**src/rtl/arqrw_pkg.sv**
```systemverilog
// ----------------------------------------------------------------------------
// arqrw_pkg
// Shared widths, codes and types of the ARQ receiver window unit.
// ----------------------------------------------------------------------------
`default_nettype none

package arqrw_pkg;

  localparam int SEQ_W      = 3;   // sequence number field
  localparam int ACK_W      = 4;   // signed ack number
  localparam int WIN_W      = 3;   // window size register
  localparam int CFG_IDX_W  = 2;
  localparam int CFG_DATA_W = 3;
  localparam int WIN_MAX    = 4;
  localparam int QUEUE_DEPTH = 2;

  localparam int DEF_SEQ_SPACE     = 8;
  localparam int DEF_PAYLOAD_WIDTH = 64;

  localparam logic [WIN_W-1:0]        WIN_RESET = 3'd4;
  localparam logic signed [ACK_W-1:0] ACK_NONE  = -4'sd1;

  localparam logic KIND_DELIVER = 1'b0;
  localparam logic KIND_ACK     = 1'b1;

  typedef enum logic [CFG_IDX_W-1:0] {
    REG_SELECTIVE_MODE = 2'd0,
    REG_WINDOW_SIZE    = 2'd1
  } arqrw_cfg_reg_e;

  // Packet control info handed from front to back.
  typedef struct packed {
    logic [SEQ_W-1:0] seq;
    logic             in_space;
  } arqrw_ctl_t;

  // Live configuration.
  typedef struct packed {
    logic             selective;
    logic [WIN_W-1:0] window;
  } arqrw_cfg_t;

endpackage

`default_nettype wire

```
**src/rtl/arqrw_ifs.sv**
```systemverilog
// ----------------------------------------------------------------------------
// arqrw_ifs
// Valid/ready channels: received packets, results and register writes.
// ----------------------------------------------------------------------------
`default_nettype none

interface arqrw_pkt_if #(
  parameter int PAYLOAD_WIDTH = arqrw_pkg::DEF_PAYLOAD_WIDTH
);
  logic                           valid;
  logic                           ready;
  logic [arqrw_pkg::SEQ_W-1:0]    seq_number;
  logic                           checksum_good;
  logic [PAYLOAD_WIDTH-1:0]       payload_word;

  modport source (output valid, seq_number, checksum_good, payload_word, input ready);
  modport sink   (input valid, seq_number, checksum_good, payload_word, output ready);
endinterface

interface arqrw_res_if #(
  parameter int PAYLOAD_WIDTH = arqrw_pkg::DEF_PAYLOAD_WIDTH
);
  logic                               valid;
  logic                               ready;
  logic                               kind;
  logic [PAYLOAD_WIDTH-1:0]           delivered_data;
  logic signed [arqrw_pkg::ACK_W-1:0] ack_number;
  logic                               last_of_run;

  modport source (output valid, kind, delivered_data, ack_number, last_of_run, input ready);
  modport sink   (input valid, kind, delivered_data, ack_number, last_of_run, output ready);
endinterface

interface arqrw_cfg_if;
  logic                             valid;
  logic                             ready;
  logic [arqrw_pkg::CFG_IDX_W-1:0]  index;
  logic [arqrw_pkg::CFG_DATA_W-1:0] data;

  modport source (output valid, index, data, input ready);
  modport sink   (input valid, index, data, output ready);
endinterface

`default_nettype wire

```
**src/rtl/arq_receiver_window_unit.sv**
```systemverilog
// A good packet's first result passes the queue, the decode step and the output
//   register; a bad-checksum packet gives none.
// The back end takes one packet at a time: a decode step, then one result per
//   cycle while the output is not stalled; in order, up to 3 buffered deliveries.
// Reset (rst, synchronous): clears queue, window state, ack (-1) and config;
//   the slot RAM is not cleared, the slot valid bits guard it.
// ----------------------------------------------------------------------------
// arq_receiver_window_unit
// Receive side of a sliding-window ARQ link, stop-and-wait or selective
// repeat, with an input queue decoupling acceptance from result output.
// ----------------------------------------------------------------------------
`default_nettype none

module arq_receiver_window_unit #(
  parameter int SEQ_SPACE     = arqrw_pkg::DEF_SEQ_SPACE,
  parameter int PAYLOAD_WIDTH = arqrw_pkg::DEF_PAYLOAD_WIDTH
) (
  input  logic         clk,
  input  logic         rst,
  arqrw_pkt_if.sink    pkt,
  arqrw_res_if.source  res,
  arqrw_cfg_if.sink    cfg
);

  import arqrw_pkg::*;

  // Configuration registers. Writes are only expected while the unit is
  // idle, so the back end sees them as static for the whole packet.
  arqrw_cfg_t cfg_reg;

  // Front-to-back queue head.
  logic                     q_valid;
  logic                     q_ready;
  arqrw_ctl_t               q_ctl;
  logic [PAYLOAD_WIDTH-1:0] q_data;

  assign cfg.ready = 1'b1;

  always_ff @(posedge clk) begin
    if (rst) begin
      cfg_reg.selective <= 1'b0;
      cfg_reg.window    <= WIN_RESET;
    end else if (cfg.valid) begin
      case (arqrw_cfg_reg_e'(cfg.index))
        REG_SELECTIVE_MODE: cfg_reg.selective <= cfg.data[0];
        REG_WINDOW_SIZE:    cfg_reg.window    <= cfg.data[WIN_W-1:0];
        default: begin
          // unmapped index: write dropped
        end
      endcase
    end
  end

  // Front: checksum filter, range check, 2-word queue. It keeps accepting, until
  // the queue is full, while the back end is busy emitting the previous packet's results.
  arqrw_front #(
    .SEQ_SPACE     (SEQ_SPACE),
    .PAYLOAD_WIDTH (PAYLOAD_WIDTH)
  ) u_front (
    .clk     (clk),
    .rst     (rst),
    .pkt     (pkt),
    .q_valid (q_valid),
    .q_ctl   (q_ctl),
    .q_data  (q_data),
    .q_ready (q_ready)
  );

  // Back: window state machine, slot RAM and the output register. One
  // packet at a time; drain reads one buffered slot per cycle unless stalled.
  arqrw_back #(
    .SEQ_SPACE     (SEQ_SPACE),
    .PAYLOAD_WIDTH (PAYLOAD_WIDTH)
  ) u_back (
    .clk     (clk),
    .rst     (rst),
    .cfg     (cfg_reg),
    .q_valid (q_valid),
    .q_ctl   (q_ctl),
    .q_data  (q_data),
    .q_ready (q_ready),
    .res     (res)
  );

endmodule

`default_nettype wire

```
**src/rtl/arqrw_ram.sv**
```systemverilog
// ----------------------------------------------------------------------------
// arqrw_ram
// Generic one-write, one-read RAM with registered read data.
// ----------------------------------------------------------------------------
`default_nettype none

module arqrw_ram #(
  parameter int WIDTH = 64,
  parameter int DEPTH = 8
) (
  input  logic                     clk,
  input  logic                     we,
  input  logic [$clog2(DEPTH)-1:0] waddr,
  input  logic [WIDTH-1:0]         wdata,
  input  logic [$clog2(DEPTH)-1:0] raddr,
  output logic [WIDTH-1:0]         rdata
);

  logic [WIDTH-1:0] mem [DEPTH];

  always_ff @(posedge clk) begin
    if (we) begin
      mem[waddr] <= wdata;
    end
    rdata <= mem[raddr];
  end

endmodule

`default_nettype wire

```
**src/rtl/arqrw_front.sv**
```systemverilog
// ----------------------------------------------------------------------------
// arqrw_front
// Input side: drops bad-checksum packets, classifies the sequence number
// and queues good packets for the back end.
// ----------------------------------------------------------------------------
`default_nettype none

module arqrw_front #(
  parameter int SEQ_SPACE     = arqrw_pkg::DEF_SEQ_SPACE,
  parameter int PAYLOAD_WIDTH = arqrw_pkg::DEF_PAYLOAD_WIDTH
) (
  input  logic                  clk,
  input  logic                  rst,
  arqrw_pkt_if.sink             pkt,
  output logic                  q_valid,
  output arqrw_pkg::arqrw_ctl_t q_ctl,
  output logic [PAYLOAD_WIDTH-1:0] q_data,
  input  logic                  q_ready
);

  import arqrw_pkg::*;

  localparam int PTR_W = $clog2(QUEUE_DEPTH);
  localparam int CNT_W = PTR_W + 1;

  arqrw_ctl_t               ctl_mem  [QUEUE_DEPTH];
  logic [PAYLOAD_WIDTH-1:0] data_mem [QUEUE_DEPTH];
  logic [PTR_W-1:0]         wr_ptr;
  logic [PTR_W-1:0]         rd_ptr;
  logic [CNT_W-1:0]         count;
  logic [CNT_W-1:0]         count_next;
  logic                     push;
  logic                     pop;
  arqrw_ctl_t               in_ctl;

  assign pkt.ready = (count != CNT_W'(QUEUE_DEPTH));
  assign push      = pkt.valid && pkt.ready && pkt.checksum_good;
  assign q_valid   = (count != '0);
  assign pop       = q_valid && q_ready;
  assign q_ctl     = ctl_mem[rd_ptr];
  assign q_data    = data_mem[rd_ptr];

  // Numbers outside the sequence space never match and never buffer.
  always_comb begin
    in_ctl.seq      = pkt.seq_number;
    in_ctl.in_space = (32'(pkt.seq_number) < SEQ_SPACE);
  end

  always_comb begin
    case ({push, pop})
      2'b10:   count_next = count + 1'b1;
      2'b01:   count_next = count - 1'b1;
      default: count_next = count;
    endcase
  end

  always_ff @(posedge clk) begin
    if (rst) begin
      wr_ptr <= '0;
      rd_ptr <= '0;
      count  <= '0;
    end else begin
      count <= count_next;
      if (push) begin
        wr_ptr <= wr_ptr + 1'b1;
      end
      if (pop) begin
        rd_ptr <= rd_ptr + 1'b1;
      end
    end
  end

  always_ff @(posedge clk) begin
    if (push) begin
      ctl_mem[wr_ptr]  <= in_ctl;
      data_mem[wr_ptr] <= pkt.payload_word;
    end
  end

endmodule

`default_nettype wire

```
**src/rtl/arqrw_back.sv**
```systemverilog
// ----------------------------------------------------------------------------
// arqrw_back
// Window sequencer: delivers, acks, buffers and drains queued packets,
// one result word per cycle into the output register while it is free.
// ----------------------------------------------------------------------------
`default_nettype none

module arqrw_back #(
  parameter int SEQ_SPACE     = arqrw_pkg::DEF_SEQ_SPACE,
  parameter int PAYLOAD_WIDTH = arqrw_pkg::DEF_PAYLOAD_WIDTH
) (
  input  logic                     clk,
  input  logic                     rst,
  input  arqrw_pkg::arqrw_cfg_t    cfg,
  input  logic                     q_valid,
  input  arqrw_pkg::arqrw_ctl_t    q_ctl,
  input  logic [PAYLOAD_WIDTH-1:0] q_data,
  output logic                     q_ready,
  arqrw_res_if.source              res
);

  import arqrw_pkg::*;

  localparam int IDX_W = $clog2(SEQ_SPACE);
  localparam int D_W   = IDX_W + 1;
  localparam int CAP   = (SEQ_SPACE / 2 > WIN_MAX) ? WIN_MAX : SEQ_SPACE / 2;

  typedef enum logic [4:0] {
    S_IDLE  = 5'b00001,
    S_DELIV = 5'b00010,   // in-order packet delivery
    S_ACK   = 5'b00100,   // ack of in-order packet
    S_DRAIN = 5'b01000,   // buffered deliveries
    S_OACK  = 5'b10000    // out-of-order ack (and buffering)
  } state_t;

  state_t                   state;
  state_t                   state_next;
  arqrw_ctl_t               cur_ctl;
  logic [PAYLOAD_WIDTH-1:0] cur_data;
  logic [IDX_W-1:0]         expected;
  logic [IDX_W-1:0]         expected_next;
  logic signed [ACK_W-1:0]  last_ack;
  logic signed [ACK_W-1:0]  last_ack_next;
  logic [SEQ_SPACE-1:0]     filled;
  logic [SEQ_SPACE-1:0]     filled_next;
  logic [1:0]               cnt;
  logic [1:0]               cnt_next;

  logic                     res_valid;
  logic                     res_kind;
  logic [PAYLOAD_WIDTH-1:0] res_data;
  logic signed [ACK_W-1:0]  res_ack;
  logic                     res_last;

  logic                     o_kind;
  logic [PAYLOAD_WIDTH-1:0] o_data;
  logic signed [ACK_W-1:0]  o_ack;
  logic                     o_last;

  logic [WIN_W-1:0]         win;
  logic [IDX_W-1:0]         exp_inc;
  logic [IDX_W-1:0]         cur_idx;
  logic [D_W-1:0]           diff;
  logic [D_W-1:0]           fwd_dist;
  logic                     in_win;
  logic                     more_ack;
  logic                     more_drain;
  logic                     emit_ok;
  logic                     emit;
  logic                     ram_we;
  logic [IDX_W-1:0]         ram_raddr;
  logic [PAYLOAD_WIDTH-1:0] ram_rdata;
  logic signed [ACK_W-1:0]  cur_ack;

  // Window clamped to 1..min(4, SEQ_SPACE/2).
  always_comb begin
    if (cfg.window > WIN_W'(CAP)) begin
      win = WIN_W'(CAP);
    end else if (cfg.window == '0) begin
      win = WIN_W'(1);
    end else begin
      win = cfg.window;
    end
  end

  assign exp_inc  = (expected == IDX_W'(SEQ_SPACE - 1)) ? '0 : expected + 1'b1;
  assign cur_idx  = IDX_W'(cur_ctl.seq);
  assign cur_ack  = ACK_W'(cur_ctl.seq);
  assign diff     = {1'b0, cur_idx} - {1'b0, expected};
  assign fwd_dist = diff[IDX_W] ? diff + D_W'(SEQ_SPACE) : diff;
  assign in_win   = (32'(fwd_dist) < 32'(win));
  assign more_ack   = cfg.selective && (win > WIN_W'(1)) && filled[expected];
  assign more_drain = ((WIN_W'(cnt) + WIN_W'(2)) < win) && filled[exp_inc];

  assign emit_ok = !res_valid || res.ready;
  assign emit    = emit_ok && (state != S_IDLE);
  assign q_ready = (state == S_IDLE);

  assign ram_we    = (state == S_OACK) && emit_ok && cfg.selective
                     && cur_ctl.in_space && in_win;
  assign ram_raddr = ((state == S_DRAIN) && emit_ok) ? exp_inc : expected;

  always_comb begin
    state_next    = state;
    expected_next = expected;
    last_ack_next = last_ack;
    filled_next   = filled;
    cnt_next      = cnt;
    o_kind        = KIND_DELIVER;
    o_data        = '0;
    o_ack         = '0;
    o_last        = 1'b0;
    case (state)
      S_IDLE: begin
        if (q_valid) begin
          if (q_ctl.in_space && (IDX_W'(q_ctl.seq) == expected)) begin
            state_next = S_DELIV;
          end else begin
            state_next = S_OACK;
          end
        end
      end
      S_DELIV: begin
        o_data = cur_data;
        if (emit_ok) begin
          last_ack_next = cur_ack;
          expected_next = exp_inc;
          if (cfg.selective) begin
            filled_next[expected] = 1'b0;
          end
          state_next = S_ACK;
        end
      end
      S_ACK: begin
        o_kind = KIND_ACK;
        o_ack  = last_ack;
        o_last = !more_ack;
        if (emit_ok) begin
          cnt_next   = '0;
          state_next = more_ack ? S_DRAIN : S_IDLE;
        end
      end
      S_DRAIN: begin
        o_data = ram_rdata;
        o_last = !more_drain;
        if (emit_ok) begin
          filled_next[expected] = 1'b0;
          expected_next         = exp_inc;
          cnt_next              = cnt + 1'b1;
          state_next            = more_drain ? S_DRAIN : S_IDLE;
        end
      end
      S_OACK: begin
        o_kind = KIND_ACK;
        o_ack  = cfg.selective ? cur_ack : last_ack;
        o_last = 1'b1;
        if (emit_ok) begin
          if (cfg.selective) begin
            last_ack_next = cur_ack;
            if (cur_ctl.in_space && in_win) begin
              filled_next[cur_idx] = 1'b1;
            end
          end
          state_next = S_IDLE;
        end
      end
      default: begin
        state_next = S_IDLE;
      end
    endcase
  end

  always_ff @(posedge clk) begin
    if (rst) begin
      state     <= S_IDLE;
      expected  <= '0;
      last_ack  <= ACK_NONE;
      filled    <= '0;
      cnt       <= '0;
      res_valid <= 1'b0;
    end else begin
      state    <= state_next;
      expected <= expected_next;
      last_ack <= last_ack_next;
      filled   <= filled_next;
      cnt      <= cnt_next;
      if (emit) begin
        res_valid <= 1'b1;
      end else if (res.ready) begin
        res_valid <= 1'b0;
      end
    end
  end

  always_ff @(posedge clk) begin
    if (q_valid && q_ready) begin
      cur_ctl  <= q_ctl;
      cur_data <= q_data;
    end
    if (emit) begin
      res_kind <= o_kind;
      res_data <= o_data;
      res_ack  <= o_ack;
      res_last <= o_last;
    end
  end

  arqrw_ram #(
    .WIDTH (PAYLOAD_WIDTH),
    .DEPTH (SEQ_SPACE)
  ) u_slot_ram (
    .clk   (clk),
    .we    (ram_we),
    .waddr (cur_idx),
    .wdata (cur_data),
    .raddr (ram_raddr),
    .rdata (ram_rdata)
  );

  assign res.valid          = res_valid;
  assign res.kind           = res_kind;
  assign res.delivered_data = res_data;
  assign res.ack_number     = res_ack;
  assign res.last_of_run    = res_last;

endmodule

`default_nettype wire

```
**src/flat_wrapper.sv**
```systemverilog
// flat-port wrapper written by rule: the top's interface ports become plain ports
module arq_receiver_window_unit_flat import arqrw_pkg::*;
#(
  parameter int SEQ_SPACE     = arqrw_pkg::DEF_SEQ_SPACE,
  parameter int PAYLOAD_WIDTH = arqrw_pkg::DEF_PAYLOAD_WIDTH
)
  (clk, rst, pkt_valid, pkt_seq_number, pkt_checksum_good, pkt_payload_word, pkt_ready, res_valid, res_kind, res_delivered_data, res_ack_number, res_last_of_run, res_ready, cfg_valid, cfg_index, cfg_data, cfg_ready);
  arqrw_pkt_if #(.PAYLOAD_WIDTH(PAYLOAD_WIDTH)) pkt_i ();
  arqrw_res_if #(.PAYLOAD_WIDTH(PAYLOAD_WIDTH)) res_i ();
  arqrw_cfg_if cfg_i ();
  input  logic clk;
  input  logic rst;
  input wire logic [$bits(pkt_i.valid)-1:0] pkt_valid;
  input wire logic [$bits(pkt_i.seq_number)-1:0] pkt_seq_number;
  input wire logic [$bits(pkt_i.checksum_good)-1:0] pkt_checksum_good;
  input wire logic [$bits(pkt_i.payload_word)-1:0] pkt_payload_word;
  output wire logic [$bits(pkt_i.ready)-1:0] pkt_ready;
  output wire logic [$bits(res_i.valid)-1:0] res_valid;
  output wire logic [$bits(res_i.kind)-1:0] res_kind;
  output wire logic [$bits(res_i.delivered_data)-1:0] res_delivered_data;
  output wire logic [$bits(res_i.ack_number)-1:0] res_ack_number;
  output wire logic [$bits(res_i.last_of_run)-1:0] res_last_of_run;
  input wire logic [$bits(res_i.ready)-1:0] res_ready;
  input wire logic [$bits(cfg_i.valid)-1:0] cfg_valid;
  input wire logic [$bits(cfg_i.index)-1:0] cfg_index;
  input wire logic [$bits(cfg_i.data)-1:0] cfg_data;
  output wire logic [$bits(cfg_i.ready)-1:0] cfg_ready;
  assign pkt_i.valid = pkt_valid;
  assign pkt_i.seq_number = pkt_seq_number;
  assign pkt_i.checksum_good = pkt_checksum_good;
  assign pkt_i.payload_word = pkt_payload_word;
  assign pkt_ready = pkt_i.ready;
  assign res_valid = res_i.valid;
  assign res_kind = res_i.kind;
  assign res_delivered_data = res_i.delivered_data;
  assign res_ack_number = res_i.ack_number;
  assign res_last_of_run = res_i.last_of_run;
  assign res_i.ready = res_ready;
  assign cfg_i.valid = cfg_valid;
  assign cfg_i.index = cfg_index;
  assign cfg_i.data = cfg_data;
  assign cfg_ready = cfg_i.ready;
  arq_receiver_window_unit #(.SEQ_SPACE(SEQ_SPACE), .PAYLOAD_WIDTH(PAYLOAD_WIDTH)) u_core (.clk(clk), .rst(rst), .pkt(pkt_i), .res(res_i), .cfg(cfg_i));
endmodule
```
**config.mk**
```make
export PLATFORM = sky130hd
export DESIGN_NAME = arq_receiver_window_unit_flat
export DESIGN_NICKNAME = d
export VERILOG_FILES = /design/src/rtl/arqrw_pkg.sv /design/src/rtl/arqrw_ifs.sv /design/src/rtl/arq_receiver_window_unit.sv /design/src/rtl/arqrw_ram.sv /design/src/rtl/arqrw_front.sv /design/src/rtl/arqrw_back.sv /design/src/flat_wrapper.sv
export SDC_FILE = /design/constraint.sdc
export NUM_CORES = 1
export LEC_CHECK = 0
export BUFFER_PORTS_ARGS = -buffer_cell sky130_fd_sc_hd__buf_4
export CAP_MARGIN = 15
export CORE_ASPECT_RATIO = 0.7
export CORE_MARGIN = 2
export CORE_UTILIZATION = 60
export CTS_BUF_LIST = sky130_fd_sc_hd__clkbuf_16
export CTS_CLUSTER_SIZE = 25
export DETAILED_ROUTE_END_ITERATION = 16
export PLACE_DENSITY_LB_ADDON = 0.25
export SLEW_MARGIN = 20
export SYNTH_ARGS = -nofsm -noshare
export SYNTH_HDL_FRONTEND = slang
export SYNTH_SLANG_ARGS = --single-unit
```
**constraint.sdc**
```tcl
create_clock -name clk -period 19.12 [get_ports clk]
set_input_delay 1.912 -clock clk [delete_from_list [all_inputs] [get_ports clk]]
set_output_delay 1.912 -clock clk [all_outputs]
set_load 0.01 [all_outputs]
```
==> Yosys cells after proc, flatten, opt, wreduce, memory -nomap -nowiden <==
Memory sizes are Yosys's and may differ from the RTL's. A register that Yosys moved wholly into a read port is not among the register bits.
Cells that the tools add are included.
{ "totals": {"register_bits": 105, "ram_bits": 646, "input_bits": 78, "n_memories": 3} }
{ "memory_table": {"columns": ["name", "depth", "width", "rd", "rd_ports_with_merged_regs", "wr", "line", "rtl"], "rows": [
  ["u_core.u_back.u_slot_ram.mem", 8, 64, 1, 1, 1, "arqrw_ram.sv:19", "logic [WIDTH-1:0] mem [DEPTH];"],
  ["u_core.u_front.data_mem", 2, 64, 1, 1, 1, "arqrw_front.sv:27", "logic [PAYLOAD_WIDTH-1:0] data_mem [QUEUE_DEPTH];"],
  ["u_core.u_front.ctl_mem", 2, 3, 1, 1, 1, "arqrw_front.sv:26", "arqrw_ctl_t ctl_mem [QUEUE_DEPTH];"]
]} }
{ "classes": {"n_addsub": 9, "n_lt_le_gt_ge": 9, "eq_ne": 20, "muxes": 49, "bitwise_logic": 3, "reduce_logical": 37} }
{ "op_table": {"columns": ["cell", "count"], "rows": [
  ["case mux 64 bit (2 select lines)", 1],
  ["two-way mux 8 bit", 6],
  ["two-way mux 5 bit", 6],
  ["case mux 5 bit (5 select lines)", 1],
  ["two-way mux 4 bit", 6],
  ["case mux 8 bit (3 select lines)", 1],
  ["case mux 4 bit (2 select lines)", 2],
  ["logical AND 1 bit", 15],
  ["two-way mux 1 bit", 13],
  ["< comparator 3 x 4 -> 1 bit (second input constant)", 3],
  ["two-way mux 3 bit", 4],
  ["inequality test 2 bit (second input constant)", 6],
  ["nonzero test 2 bit", 5],
  ["AND 8 bit", 1],
  ["NOT 8 bit", 1],
  ["OR 8 bit", 1],
  ["case mux 2 bit (2 select lines)", 2],
  ["AND reduction 7 bit", 1],
  ["binary-select mux 1 bit (select 3 bit)", 2],
  ["demux 1 bit (select 3 bit)", 2],
  [">= comparator 3 x 1 -> 1 bit (second input constant)", 2],
  ["inequality test 2 x 1 -> 1 bit (second input constant)", 3],
  ["AND reduction 2 bit", 3],
  ["AND reduction 3 bit", 2],
  ["other kinds (31)", 38]
]} }

==> Depth between registers and ports, before layout <==
{ "depth": {"ltp_word": 9, "depth_mapped": 12} }

==> Modules after synthesis <==
Synthesis repeated with hierarchy kept, for this count alone.
{ "hier_totals": {"cells_unflattened": 1494, "area_unflattened_um2": 32223.4} }
{ "by_module_without_submodules": {"columns": ["mod", "instances", "cells_per_inst", "area_each_um2", "seq_area_each_um2"], "rows": [
  ["arqrw_ram", 1, 816, 20547.2, 16656.0],
  ["arqrw_back", 1, 423, 6423.7, 4604.4],
  ["arqrw_front", 1, 235, 5054.8, 4124.0],
  ["arq_receiver_window_unit", 1, 20, 197.7, 80.1]
]} }

==> Least setup slack after synthesis <==
OpenSTA, ideal clock, no wires.
{ "synth_timing": {"path_kind": "input -> register", "startpoint": "in res_ready", "endpoint": "mem u_core.u_back.u_slot_ram.mem[0][0] (enable)", "setup_ps": 564, "arrival_ps": 7140, "required_time_ps": 18556, "slack_ps": 11416, "stages": 6, "path_buffers": 1, "path_cell_list": "nand2b_1 -> clkbuf_1 -> nand2_1 -> nor3_1 -> nand2_1 -> nor3_1"} }
{ "synth_between": {"elab_chain_len": 7} }
{ "synth_rtl": {"columns": ["element", "line", "rtl"], "rows": [
  ["start: declaration", "flat_wrapper.sv:23", "input wire logic [$bits(res_i.ready)-1:0] res_ready;"],
  ["logical OR 1 bit", "arqrw_back.sv:95", "assign emit_ok = !res_valid || res.ready;"],
  ["logical AND 1 bit (2 in series)", "arqrw_back.sv:99", "assign ram_we = (state == S_OACK) && emit_ok && cfg.selective"],
  ["logical AND 1 bit (2 in series)", "arqrw_back.sv:100", "&& cur_ctl.in_space && in_win;"],
  ["two-way mux 1 bit", "arqrw_ram.sv:22", "if (we) begin"],
  ["two-way mux 1 bit (implied by the code)", "arqrw_ram.sv:23", "mem[waddr] <= wdata;"],
  ["end: declaration", "arqrw_ram.sv:19", null]
]} }
No other way between the ends.

==> Worst setup path in the final report <==
{ "layout_timing": {"startpoint": "reg u_core.u_back.expected[0]", "endpoint": "mem u_core.u_back.u_slot_ram.mem[2][43] (enable)"} }
{ "layout_between": {"elab_chain_len": 7} }
{ "layout_rtl": {"columns": ["element", "line", "rtl"], "rows": [
  ["start: declaration", "arqrw_back.sv:40", "logic [IDX_W-1:0] expected;"],
  ["start signal: assignment", "arqrw_back.sv:183", "expected <= expected_next;"],
  ["subtractor 3 x 3 -> 4 bit (*)", "arqrw_back.sv:89", "assign diff = {1'b0, cur_idx} - {1'b0, expected};"],
  ["adder 4 bit", "arqrw_back.sv:90", "assign fwd_dist = diff[IDX_W] ? diff + D_W'(SEQ_SPACE) : diff;"],
  ["two-way mux 4 bit (*)", "arqrw_back.sv:90", null],
  ["< comparator 4 x 3 -> 1 bit (*)", "arqrw_back.sv:91", "assign in_win = (32'(fwd_dist) < 32'(win));"],
  ["logical AND 1 bit (*)", "arqrw_back.sv:100", null],
  ["two-way mux 1 bit (*)", "arqrw_ram.sv:22", null],
  ["two-way mux 1 bit (implied by the code) (*)", "arqrw_ram.sv:23", null]
]} }
Mark *: on every way between the ends. The rest lies on a longest branch, timed or not.

==> impl_metrics.tcl <==
set metrics [dict create \
    run_status "finished clean" \
    ff2ff_setup_slack_ns 13.78 \
    nets 2298 \
    hold_viol 0 \
    synth_common_cells "edfxtp_1, o21ai_0, nor3_1" \
    pre_cts_slack_ns 13.76 \
    ctsHoldBuffers 0 \
    top_regs "u_core.u_back.u_slot_ram.mem x512, u_core.u_front.data_mem x128" \
    ios 151 \
    synth_most_common_cell "edfxtp_1" \
    fp-row-count 72 \
    drc 0 \
    cts_tree "yes" \
    post_cts_resized 0 \
    critPathMaxFanout 57 \
    ys_seq_area_share_pct 76.4 \
    synth_warnings 0 \
    fmax_mhz 187 \
    avgSynthCellArea_um2 15.8 \
    grt_pass1_vias 19072 \
    numCtsBuffers 80 \
    drive_gt1_share_pct 19.3 \
    ys_ff_latch 879 \
    p_leak_nw 12.3 \
    globalplace.congestion 0.843 \
    largest_reg_flops 512 \
    dp_hpwl_um 36400 \
    clock_sinks 879 \
    max_cap_viol_count 0 \
    die-area_um2 57400 \
    post-cts-setup-buffers 0 \
    start_kind "flop" \
    syn_nets 2194 \
    num_vias 19248 \
    drtIter0Drc 2427 \
    clk_latency_ns 0.63 \
    tightest_slew_ns 1.15 \
    powerDensity_nw_per_um2 126 \
    die_h_um 201 \
    grt_start_max_net_pins 194 \
    synth_area_leaders "edfxtp_1, dfxtp_1, mux2_2, o21ai_0, nor3_1" \
    hp-class "flop to flop" \
    synth_area_leader_cell "edfxtp_1" \
    required_ns 19.36 \
    fin_ws_ns 13.78 \
    port_buffers 149 \
    synth_ff_type "edfxtp_1" \
    core_um2 55000 \
    endpoint_kind "flop" \
    met3_length_um 6020 \
    setup_viol 0 \
    antenna_left 0 \
    grt_use_total_pct 26.1 \
    die_w_um 285 \
    min_period_ns 5.34 \
    top_layer "met4" \
    grt_first_pass_wirelength_um 114000 \
    maxSlewViolCount 0 \
    wl_per_cell_um 24.8 \
    grt_overflow 0 \
    synth_edf_count 783 \
    peakVddDrop_mv 0.0950 \
    syn_inst 2107 \
    clkTransAtPathRegs_ns 0.06 \
    cts_root_buf "clkbuf_16" \
    slew_headroom_pct 23.3 \
    synthArstFlopShare_pct 0 \
    wl_met2_um 35700 \
    yosysTopAreaCellShare_pct 70.7 \
    synth_cell_types 60 \
    area_growth_pct 13.2 \
    start_util_pct 60.4 \
    arrival_ns 5.58 \
    synth_area_um2 33300 \
    grt_setup_unrepaired "no" \
    avgViaCountPerCell 6.38 \
    finalWirelength_um 75000 \
    dr.pass1.iters 5 \
    drt-met1-wl_um 31100 \
    finClkSkew_ns 0.0169 \
    regMostFlops "u_core.u_back.u_slot_ram.mem" \
    cts_max_level 3 \
    max-clock-path-buffers 3 \
    path_class "flop to flop" \
    period_share_pct 28.0 \
    n_antenna_cell 0 \
    finalSetupTns_ns 0 \
    grt_antenna_before_repair 1 \
]
cells in the final DEF, fill, tap and decap left out, types with 4 or more instances in the layout:
cell type | netlist | routed
ha_1 | 8 | 8
xor2_1 | 4 | 4
dfxtp_1 | 96 | 95
bufinv_16 | 0 | 5
a41oi_1 | 4 | 4
o2111a_1 | 64 | 64
nand4_1 | 4 | 4
mux2_2 | 127 | 127
clkinv_2 | 0 | 11
nor2b_1 | 7 | 7
clkbuf_16 | 0 | 86
a31oi_1 | 6 | 5
xnor2_1 | 7 | 7
mux2_1 | 5 | 5
nor2_1 | 38 | 28
a211oi_1 | 8 | 8
buf_12 | 0 | 6
a21oi_1 | 200 | 200
nand2b_1 | 5 | 5
clkinvlp_4 | 0 | 4
nor3_1 | 202 | 200
buf_4 | 1 | 171
o21ai_0 | 205 | 205
mux2i_1 | 17 | 15
a22oi_1 | 5 | 5
inv_1 | 15 | 37
clkinv_1 | 1 | 20
nand3_1 | 5 | 5
a22o_1 | 64 | 64
edfxtp_1 | 783 | 783
nand2_1 | 25 | 25
nor2_4 | 0 | 11
per-stage QoR:
step | hold WS [ns] | cell area [um2] | total power (W) | std cells | utilization, %
6_report | 0.462 | 37700 | 0.00476 | 3018 | 68.4
5_1_grt | 0.524 | 37700 | 0.00493 | 3018 | 68.4
4_1_cts | 0.462 | 37600 | 0.00478 | 3016 | 68.4
3_5_place_dp | 0.453 | 35100 | 0.00325 | 2867 | 63.7
3_3_place_gp | 0.443 | 35100 | 0.00322 | 2867 | 63.7
2_1_floorplan | 0.435 | 33300 | 0.00294 | 2107 | -
worst max-delay path, stage by stage (launching register included):
cell	delay (ns)
dfxtp_1	0.66
ha_1	0.27
inv_1	0.06
fa_1	0.43
xor2_1	0.18
xnor2_1	0.17
ha_1	0.33
a21o_1	0.20
nor2_1	0.48
nand4_1	0.51
nor3_2	0.68
buf_4	0.92
routing by layer:
layer / vias to the layer above / track usage, %
li1: 8494 / -
met1: 9652 / 37.7
met2: 953 / 40.7
met3: 149 / 4.13
met4: 0 / 9.67
met5: - / 0
report_power, final:
part	switching [W]	internal, W
combinational	0.000363	0.000230
clock	0.000673	0.000877
sequential	0.000187	0.00243
cell families (layout without fill, tap and decap cells):
kind of cell / count (synthesis) / after routing / share of synthesized area [%]
XOR/XNOR: 11 / 11 / 0.290
AO/OA/AOI/OAI: 577 / 577 / 11.0
multiplexers: 149 / 149 / 4.98
buffers and inverters: 171 / 342 / 2.15
other: 1 / 1 / 0.0113
flip-flops: 879 / 879 / 76.4
AND/OR/NAND/NOR: 310 / 310 / 4.72
adder cells (fa/ha/maj): 9 / 9 / 0.361
area by class of cell:
class / count / area (um2)
Sequential cell: 879 / 25400
Fill cell: 3580 / 17400
Multi-Input combinational cell: 1057 / 7280
Clock buffer: 86 / 2150
Timing Repair Buffer: 177 / 1400
Tap cell: 740 / 926
Clock inverter: 63 / 409
Inverter: 16 / 62.6
path summary, 6_finish.rpt:
path	depth (start not counted)	to	start
max	11	u_core.u_back.u_slot_ram.mem[2][43]	u_core.u_back.expected[0]
min	2	u_core.u_back.last_ack[3]	u_core.u_back.last_ack[3]
max reg2reg	11	u_core.u_back.u_slot_ram.mem[2][43]	u_core.u_back.expected[0]
min reg2reg	2	u_core.u_back.last_ack[3]	u_core.u_back.last_ack[3]
Power figures use the tool's default switching activity.
